<file path="src/design/esma_pkg.sv">
// shared types and constants for the event slot map allocator
// no dependencies; imported by every module of the block
package esma_pkg;

	// table geometry
	localparam int SLOT_COUNT      = 256;
	localparam int SLOT_W          = $clog2(SLOT_COUNT);
	localparam int PRIM_INDEX_BITS = 6;
	localparam int CELL_INDEX_BITS = 16;
	localparam int ID_W            = PRIM_INDEX_BITS + CELL_INDEX_BITS;

	// port field widths
	localparam int MODE_W     = 2;
	localparam int PRIM_W     = 6;
	localparam int CELL_W     = 16;
	localparam int SIDX_W     = 8;
	localparam int SLOT_OUT_W = 8;
	localparam int STATUS_W   = 3;

	// request modes, any other code reads a slot
	localparam logic [MODE_W-1:0] MODE_LOOKUP = 2'd0;
	localparam logic [MODE_W-1:0] MODE_FREE   = 2'd1;

	typedef enum logic [STATUS_W-1:0] {
		ST_FOUND    = 3'd0,
		ST_ASSIGNED = 3'd1,
		ST_NOSPACE  = 3'd2,
		ST_FREED    = 3'd3,
		ST_NOTFOUND = 3'd4,
		ST_READ     = 3'd5
	} status_t;

	typedef enum logic [2:0] {
		S_IDLE,
		S_SCAN,
		S_READ,
		S_DRAIN,
		S_COMMIT
	} state_t;

	// controller to datapath
	typedef struct packed {
		logic load;
		logic issue;
		logic read_one;
		logic commit;
	} dp_cmd_t;

	// datapath to controller
	typedef struct packed {
		logic hit;
		logic last_issue;
		logic out_free;
	} dp_stat_t;

endpackage

</file>
<file path="src/design/esma_ctrl.sv">
// sequencing state machine of the event slot map allocator
// depends on esma_pkg; drives commands into esma_datapath
module esma_ctrl import esma_pkg::*; (
	input  logic              clk,
	input  logic              arst_n,
	input  logic              in_valid,
	output logic              in_stall,
	input  logic [MODE_W-1:0] mode,
	input  dp_stat_t          stat,
	output dp_cmd_t           cmd
);

	state_t state_q;
	state_t state_d;

	always_ff @(posedge clk or negedge arst_n) begin
		if (!arst_n) begin
			state_q <= S_IDLE;
		end else begin
			state_q <= state_d;
		end
	end

	always_comb begin
		state_d = state_q;
		case (state_q)
			S_IDLE: begin
				if (in_valid) begin
					if (mode inside {MODE_LOOKUP, MODE_FREE}) begin
						state_d = S_SCAN;
					end else begin
						state_d = S_READ;
					end
				end
			end
			S_SCAN: begin
				if (stat.hit || stat.last_issue) begin
					state_d = S_DRAIN;
				end
			end
			S_READ:  state_d = S_COMMIT;
			S_DRAIN: state_d = S_COMMIT;
			S_COMMIT: begin
				if (stat.out_free) begin
					state_d = S_IDLE;
				end
			end
			default: state_d = S_IDLE;
		endcase
	end

	always_comb begin
		cmd      = '0;
		in_stall = 1'b1;
		case (state_q)
			S_IDLE: begin
				in_stall = 1'b0;
				cmd.load = in_valid;
			end
			S_SCAN:   cmd.issue    = 1'b1;
			S_READ:   cmd.read_one = 1'b1;
			S_DRAIN:  cmd          = '0;
			S_COMMIT: cmd.commit   = stat.out_free;
			default:  cmd          = '0;
		endcase
	end

endmodule

</file>
<file path="config.mk">
export PLATFORM = sky130hd
export DESIGN_NAME = esma_ctrl
export DESIGN_NICKNAME = d
export VERILOG_FILES = /design/src/design/esma_pkg.sv /design/src/design/esma_ctrl.sv
export SDC_FILE = /design/constraint.sdc
export NUM_CORES = 1
export LEC_CHECK = 0
export BUFFER_PORTS_ARGS = -buffer_cell sky130_fd_sc_hd__buf_2
export CAP_MARGIN = 20
export CORE_AREA = 2 2 39 41
export CTS_CLUSTER_DIAMETER = 200
export DETAILED_ROUTE_END_ITERATION = 16
export DIE_AREA = 0 0 41 43
export SYNTH_ARGS = -nofsm -noshare
export SYNTH_HDL_FRONTEND = slang
export SYNTH_SLANG_ARGS = --single-unit
</file>
<file path="constraint.sdc">
create_clock -name clk -period 1.1 [get_ports clk]
set_clock_uncertainty 0.1 [all_clocks]
set_input_delay 0.22 -clock clk [delete_from_list [all_inputs] [get_ports clk]]
set_output_delay 0.22 -clock clk [all_outputs]
set_load 0.02 [all_outputs]
</file>
==> results of run 1 <==
power groups by stage:
stage / Sequential (mW) / Clock [mW] / Combinational, mW
2_1_floorplan: 0.204 / 0 / 0.252
3_3_place_gp: 0.174 / 0 / 0.475
6_report: 0.178 / 0.201 / 0.639
5_1_grt: 0.182 / 0.227 / 0.688
3_5_place_dp: 0.177 / 0 / 0.479
4_1_cts: 0.176 / 0.210 / 0.593
worst max-delay path, delay by kind of cell (launching register included):
kind / cells / cell delay, ns
AND/OR/NAND/NOR: 2 / 0.49
buffers and inverters: 1 / 0.11
flip-flops: 1 / 0.37
layer usage:
layer | up-vias | GRT usage | wire, µm
met4 | 0 | 0.0600 | 0
li1 | 106 | - | -
met3 | 0 | 0.0628 | 49
met5 | - | 0 | 0
met1 | 90 | 0.0777 | 210
met2 | 12 | 0.0875 | 228
layout by cell type (no fill, tap or decap):
| cell type | count |
|---|---|
| sky130_fd_sc_hd__a2111oi_4 | 1 |
| sky130_fd_sc_hd__o21ai_1 | 1 |
| sky130_fd_sc_hd__and2_4 | 1 |
| sky130_fd_sc_hd__a21oi_1 | 1 |
| sky130_fd_sc_hd__dfrtp_1 | 3 |
| sky130_fd_sc_hd__dlygate4sd3_1 | 1 |
| sky130_fd_sc_hd__or4b_1 | 1 |
| sky130_fd_sc_hd__buf_4 | 5 |
| sky130_fd_sc_hd__nor3_2 | 1 |
| sky130_fd_sc_hd__and4bb_2 | 1 |
| sky130_fd_sc_hd__o21a_1 | 1 |
| sky130_fd_sc_hd__clkbuf_4 | 3 |
| sky130_fd_sc_hd__clkbuf_1 | 1 |
| sky130_fd_sc_hd__or3_4 | 1 |
| sky130_fd_sc_hd__buf_2 | 7 |
| sky130_fd_sc_hd__nor2_4 | 2 |
| sky130_fd_sc_hd__inv_1 | 2 |
| sky130_fd_sc_hd__nor2b_1 | 1 |
| sky130_fd_sc_hd__nor2_1 | 1 |
| sky130_fd_sc_hd__buf_6 | 3 |
per-stage QoR:
stage                     setup WS [ns]  power, mW  TNS [ns]  hold WS [ns]
after floorplan                  -0.211      0.455    -0.468        -0.176
after global placement           -0.201      0.649    -0.875       -0.0831
after detailed placement         -0.213      0.656    -0.941       -0.0811
after CTS                        -0.436      0.978     -2.17         0.147
after global routing             -0.479       1.10     -2.49         0.156
final                            -0.429       1.02     -2.14         0.159
final cells by class:
class,count,area share
multi-input cells,13,0.347
repair buffers,16,0.310
flip-flops and latches,3,0.200
clock buffers,4,0.0700
well taps,16,0.0533
inverters,2,0.0200
path summary, 6_finish.rpt:
path | from | end | depth (start not counted)
max in group asynchronous | arst_n | state_q[0] | 2
min in group asynchronous | arst_n | state_q[1] | 2
worst min-delay path | stat[0] | state_q[2] | 3
worst min register to register | state_q[1] | state_q[1] | 2
worst max register to register | state_q[1] | state_q[2] | 3
worst max-delay path | state_q[0] | cmd[3] | 3
kinds of logic after synthesis:
kind of cell / after synthesis
and+or+nand+nor: 9
DFF: 3
AOI/OAI and AO/OA: 4
buffers and inverters: 2
repair_timing:
action                     in CTS  in global routing
hold endpoints to repair        3                  0
pin swaps                       4                  1
setup endpoints to repair       7                  7
gates resized for setup        11                  3
hold buffers                    1                  0
==> impl_summary.md, run 1 <==
Run status
The flow ran to the end, but the final reports show violations. The checks that failed: negative setup slack.

Placed design
In this run, placement finished with an instance count of just under 50. At the end of routability-driven placement, the weighted congestion stood at 0.664. During placement, the flow inserted port buffers numbering 11. The half-perimeter wire length after detailed placement is around 330 µm. The cell area after placement is 284 µm².

Drt
For this block, the initial DRC count from the detailed router was 2. The first-pass detailed-route iteration total is 2. The antenna violation net count after detailed routing is 0. After detailed routing, the total wire length is 488 µm. Dividing the detail-routed wire length by the instance count gives 9.04 µm.

The number of vias per cell is 3.85. The via total after detailed routing is 208. The post-detailed-route DRC marker count is 0.

Global route
The via count of the first global-routing pass is 207. The overall routing resource usage is 0.0734. The number of antenna violations at the first check in global routing is 0.

The remaining global-route overflow is 0. The first global-routing pass estimated 772 µm of wire. Entering global routing, the biggest net connects 8 pins.

Pwr
For this design the static power due to leakage is 0.172 nW. The fraction of power consumed by the clock network is 0.198. The total internal power is 618 µW. The part of the total power dissipated in sequential elements is 0.175. Across the VDD grid, the largest voltage drop is 1040 µV. The switching part of the total is 0.393. The share of total power dissipated in combinational logic is 0.627. The analysis attributes to net switching a power of roughly 400 µW. Power spread over the standard cell area amounts to ~2700 mW/mm².

Final layout
The final cell count without fillers is 54. From synthesis to final layout, the design area changed by 126%. The final-layout fill cell count is about 150.

The largest register by flop count is state_q. In the final layout, the share of cells above drive strength 1 is 0.658. The number of flip-flops in the largest register is 3. The number of antenna diodes is 0. In the final layout, the registers with the most flip-flops are state_q (3). The final-stage net count is 47.

The total area of multi-input combinational cells is 130 µm². The final instance area is approximately 380 µm². The final design utilization is 0.271.

The sequential cells in the finished layout cover a total of ~75 µm².

Synth
In the post-synthesis netlist, the biggest area contributors are sky130_fd_sc_hd__dfrtp_1, sky130_fd_sc_hd__and4bb_2, sky130_fd_sc_hd__nor2_1, sky130_fd_sc_hd__or4b_1, sky130_fd_sc_hd__a2111oi_0. The synthesized design spends more area on one cell type than any other, namely sky130_fd_sc_hd__dfrtp_1. The mean area per synthesized cell is slightly above 9 µm². The total nets after synthesis is 26. The most used flip-flop cell after synthesis is sky130_fd_sc_hd__dfrtp_1. The compound-gate portion of the synthesized area is 0.158. After synthesis, the largest family of logic cells by area is simple AND/OR/NAND/NOR gates. Of the total synthesized cell area, the portion taken by AND, OR, NAND and NOR gates is 0.346.

Of the total synthesized cell area, the portion taken by XOR and XNOR cells is 0. After synthesis, the most frequently instantiated cells are sky130_fd_sc_hd__dfrtp_1, sky130_fd_sc_hd__nor2_1, sky130_fd_sc_hd__inv_1. The post-synthesis sequential area ratio is 0.451. Synthesis produced a netlist whose cell count is 18.

The fraction of the mapped netlist area in adder cells is 0. The number of flops mapped to enable cells by yosys is 0. After synthesis, the share of cell area in mux cells is 0.

The synthesis warning total is 0. The portion of synthesized cell area occupied by the leading cell type is 0.451. The summed instance area of the synthesized netlist is 166 µm². After synthesis the netlist holds a flip-flop and latch count of 3. For this run, asynchronously set or reset flops after synthesis account for 1.00.

In this run, distinct cell masters in the synthesized netlist total 13.

Floorplan
The number of standard-cell rows in the floorplan is 14. The area inside the core boundary is 0.00138 mm². The initial utilization of the core area, before any placement, comes to 0.120. 13 I/O pins were placed.

The floorplan step defined a die boundary enclosing 0.00176 mm². The width of the die is between 40 and 50 µm. The floorplan step set the die height to 43 µm.

STA
The final count of negative-setup-slack endpoints is 6. The final hold violation count is 0. The transition time at the pin with the least slew margin is 0.244 ns. The worst setup margin is -0.429 ns. Headroom to the max-slew limit came out at 0.837.

The maximum clock frequency is 0.654 GHz. The clock period minus final worst setup slack is 1.53 ns. The portion of the clock cycle consumed by the worst path in the final layout is 1.39. The final number of max-transition violations is 0. Setup repair after global routing could not meet its margin everywhere.

Critical path
The critical path in this run is classified as reg2out. The critical path's largest stage delay is 0.40 ns. The worst setup path is captured at a primary output.

At the worst endpoint, the arrival time is roughly 1.2 ns. On the critical path, the stage with the largest delay is an instance of sky130_fd_sc_hd__or3_4. The worst setup path is launched from a flop.

The signal on the critical path passes through or3_4 -> nor2_4 -> buf_6. The reg-to-reg setup timing slack is -0.20 ns. The critical path required time is 0.78 ns. Of all nets on the critical path, the largest fanout is 2.

Clock network
Clock-pin slew was measured on the worst setup and hold paths at 0.04 ns. TritonCTS built the clock tree. The latest clock arrival within the worst-skew pair is 0.24 ns. Counting along the longest clock path gives a buffer depth of 2.

The root cell of the clock tree is sky130_fd_sc_hd__clkbuf_4. The clock sink total is 3. The post-CTS repair timing setup buffer count is 0. CTS built an H-tree with a depth of 1. TritonCTS created 3 clock buffers.

Min path
The class of the most critical hold timing path is in2reg.

Run
The number of max-cap violations is 0.
Power figures use the tool's default switching activity.
==> run 2: changes to the inputs <==
--- a/config.mk
+++ b/config.mk
@@ -11,6 +11,7 @@
 export CTS_CLUSTER_DIAMETER = 200
 export DETAILED_ROUTE_END_ITERATION = 16
 export DIE_AREA = 0 0 41 43
+export SKIP_CTS_REPAIR_TIMING = 1
 export SYNTH_ARGS = -nofsm -noshare
 export SYNTH_HDL_FRONTEND = slang
 export SYNTH_SLANG_ARGS = --single-unit
==> run 2 against run 1 <==
Against the previous run: the flow still finishes with violations (negative setup slack); utilization shrank 0.90 points; hold slack is essentially flat; sequential cell count is the same; via count grew 0.96%; power shrank 3.2%; clock power is essentially flat; wire length shrank 0.41%; combinational power shrank 5.2%; first-iteration DRC count is the same; fmax is essentially flat.
==> impl_summary.md, run 2 (synthesis gave the netlist of run 1 again) <==
Run status
The run finished, with violations left. The checks that failed: negative setup slack.

Placed design
The half-perimeter wire length after detailed placement is 334 µm (unchanged). The number of port buffers came to 11 (unchanged). The post-place setup slack is -0.213 ns (unchanged). The final weighted congestion in routability-driven placement is 0.664 (unchanged).

Clock network
The H-tree depth is 1 (unchanged). The number of buffers inserted during clock tree synthesis is 3 (unchanged). The root cell of the clock tree is sky130_fd_sc_hd__clkbuf_4.

The clock tree from TritonCTS is yes. The maximum count of clock buffers along a single path came to 2 (unchanged). The clock sink total is 3 (unchanged). The clock slew at the register clock pins of the worst setup and hold paths was 0.04 ns (about the same).

The latest clock arrival within the worst-skew pair is 0.24 ns (about the same).

Pwr
The switching part of the total is 0.387 (-0.00592). The power density over cell area is 2720 mW/mm² (+0.13%). The combinational cell fraction of total power is 0.615 (-0.012). The switching power summed over all nets was 381 µW (-4.7%). The total internal power is 604 µW (-2.3%).

The part of the total power dissipated in sequential elements is 0.181 (+0.006). The fraction of power consumed by the clock network is 0.204 (+0.006). The leakage power came to 0.170 nW (-0.97%). The worst voltage drop across the vdd grid is 940 µV (-9.8%).

STA
The total negative slack for setup checks is -2.12 ns (+0.0170 ns). The final number of max-transition violations was 0 (unchanged). The tightest slew margin relative to the limit is 0.833 (-0.00379).

The portion of the clock cycle consumed by the worst path in the final layout is 1.39 (about the same). The final count of negative-setup-slack endpoints came to 6 (unchanged). The worst setup margin came to -0.429 ns (-0.000303 ns).

The final hold violation count is 0 (unchanged). The maximum clock frequency came to 0.654 GHz (about the same). Setup repair after global routing could not meet its margin everywhere. The hold slack came to 0.158 ns (-0.000336 ns). The clock period minus final worst setup slack came to 1.53 ns (+0.000303 ns).

The transition time at the pin with the least slew margin is 0.249 ns (+0.00521 ns).

Critical path
The critical path data arrival time is 1.21 ns (about the same). Broken down by cell family, the worst path's largest delay share belongs to simple AND/OR/NAND/NOR gates. The critical path starts at state_q[0]. The length in cells of the worst reg-to-reg path is 3 (unchanged). The signal on the critical path passes through or3_4 -> nor2_4 -> buf_6. The startpoint identified for the worst register-to-register timing path is state_q[1]. The critical path is of the reg2out type. In this run the worst setup path terminates at cmd[3].

The worst-path cell with the longest stage delay is sky130_fd_sc_hd__or3_4. The buffer and inverter count on the worst path is 1 (unchanged). The reg-to-reg setup timing slack came to -0.20 ns (about the same). The worst setup path is captured at a primary output. The kind of start point of the critical path is a flop. The worst register-to-register path ends at state_q[2].

The critical path's largest stage delay is 0.40 ns (about the same). The largest fanout of any net on the critical path is 2 (unchanged). The critical path required time came to 0.78 ns (about the same). The logic depth of the worst setup path including buffers is 3 (unchanged).

Final layout
Leaving out fill and tap cells, the most frequent cells in the layout are sky130_fd_sc_hd__buf_2, sky130_fd_sc_hd__buf_4, sky130_fd_sc_hd__clkbuf_4, sky130_fd_sc_hd__buf_6, sky130_fd_sc_hd__dfrtp_1. The final design utilization is 0.262 (-0.00904). The final-stage net count is 47 (unchanged). The number of flip-flops in the largest register is 3 (unchanged).

The number of antenna diodes came to 0 (unchanged). The layout-stage area growth over the synthesis result is 118%. The share of final-layout standard cells stronger than drive strength 1 was 0.658 (unchanged).

The register with the most flip-flops in the final layout is state_q. In the final layout, the registers with the most flip-flops are state_q (3). Leaving out fill and tap cells, the most frequent cell in the layout is sky130_fd_sc_hd__buf_2.

Drt
The post-detailed-route DRC marker count was 0 (unchanged). The wire length after detailed routing is 486 µm (-0.41%). The average wire per cell in the routed design is 9.00 µm (-0.41%). The via total after detailed routing is 210 (+0.96%). The number of violations reported at the end of detailed-routing iteration 0 is 2 (unchanged). The first-pass detailed-route iteration total came to 2 (unchanged). The number of vias per cell is 3.89 (+0.96%). The antenna violation net count after detailed routing was 0 (unchanged).

Global route
The remaining global-route overflow was 0 (unchanged). The first-pass GRT wire length is 676 µm (-12%). The layer with the highest usage is met2. The global-route track usage on met3 is 0.0628 (unchanged). The overall routing resource usage is 0.0654 (-0.00805). The via count of the first global-routing pass is 195 (-5.8%). The global-route track usage on met1 is 0.0680 (-0.00971).

The pin count of the biggest net entering global routing is 8 (unchanged). The number of antenna violations at the first check in global routing is 0 (unchanged). The met2 routing resource usage after global routing came to 0.0719 (-0.0156).

Floorplan
The area inside the core boundary is 0.00138 mm² (unchanged). The die span in y is 43 µm (unchanged). The number of standard-cell rows in the floorplan is 14 (unchanged). The width of the die is 41 µm (unchanged).

The number of I/O pins is 13 (unchanged). The starting density of the core is 0.120 (unchanged). The die area came to 0.00176 mm² (unchanged).

Min path
The min-delay analysis places its worst path in the category in2reg.

Run
The number of max-cap violations is 0 (unchanged).
==> run 2: cell counts in the layout (fill, tap and decap cells not counted) <==
No cell type changed its count.
==> run 2: worst min path at each step <==
stage,start,end,cells after the start
3_5_place_dp,arst_n,state_q[1],1
6_report,stat[0],state_q[2],3
2_1_floorplan,arst_n,state_q[0],0
5_1_grt,stat[0],state_q[2],3
3_3_place_gp,arst_n,state_q[1],1
4_1_cts,arst_n,state_q[2],1
==> run 2: layer usage <==
metal  part of all wire  vias up  wire (µm)
met2               0.48       12        234
met5                  0        -          0
met1               0.41       92        198
met4                  0        0          0
li1                   -      106          -
met3               0.11        0         53
==> run 2: area by class of cell <==
type	instances	area, µm²
fill	156	1020
sequential	3	75.1
timing repair buffer	16	116
multi-input combinational	13	118
inverter	2	7.51
clock buffer	4	26.3
tap	16	20.0
==> run 2: stage by stage <==
| stage | instances | instance area [µm²] | total power [mW] |
|---|---|---|---|
| after floorplan | 18 | 179 | 0.455 |
| after global placement | 49 | 284 | 0.649 |
| after detailed placement | 49 | 284 | 0.656 |
| after CTS | 53 | 310 | 0.865 |
| after global routing | 54 | 363 | 1.07 |
| final | 54 | 363 | 0.985 |
==> run 2: power groups by stage <==
stage	sequential (mW)	combinational [mW]	clock, mW
6_report	0.178	0.606	0.201
3_5_place_dp	0.177	0.479	0
5_1_grt	0.182	0.656	0.227
2_1_floorplan	0.204	0.252	0
3_3_place_gp	0.174	0.475	0
4_1_cts	0.176	0.480	0.210
==> run 2: worst reg2reg max path: cells and delay by family (launching register included) <==
kind | cells | cell delay [ns]
buffers and inverters | 1 | 0.16
DFF | 1 | 0.37
AOI/OAI and AO/OA | 1 | 0.08
and+or+nand+nor | 1 | 0.50
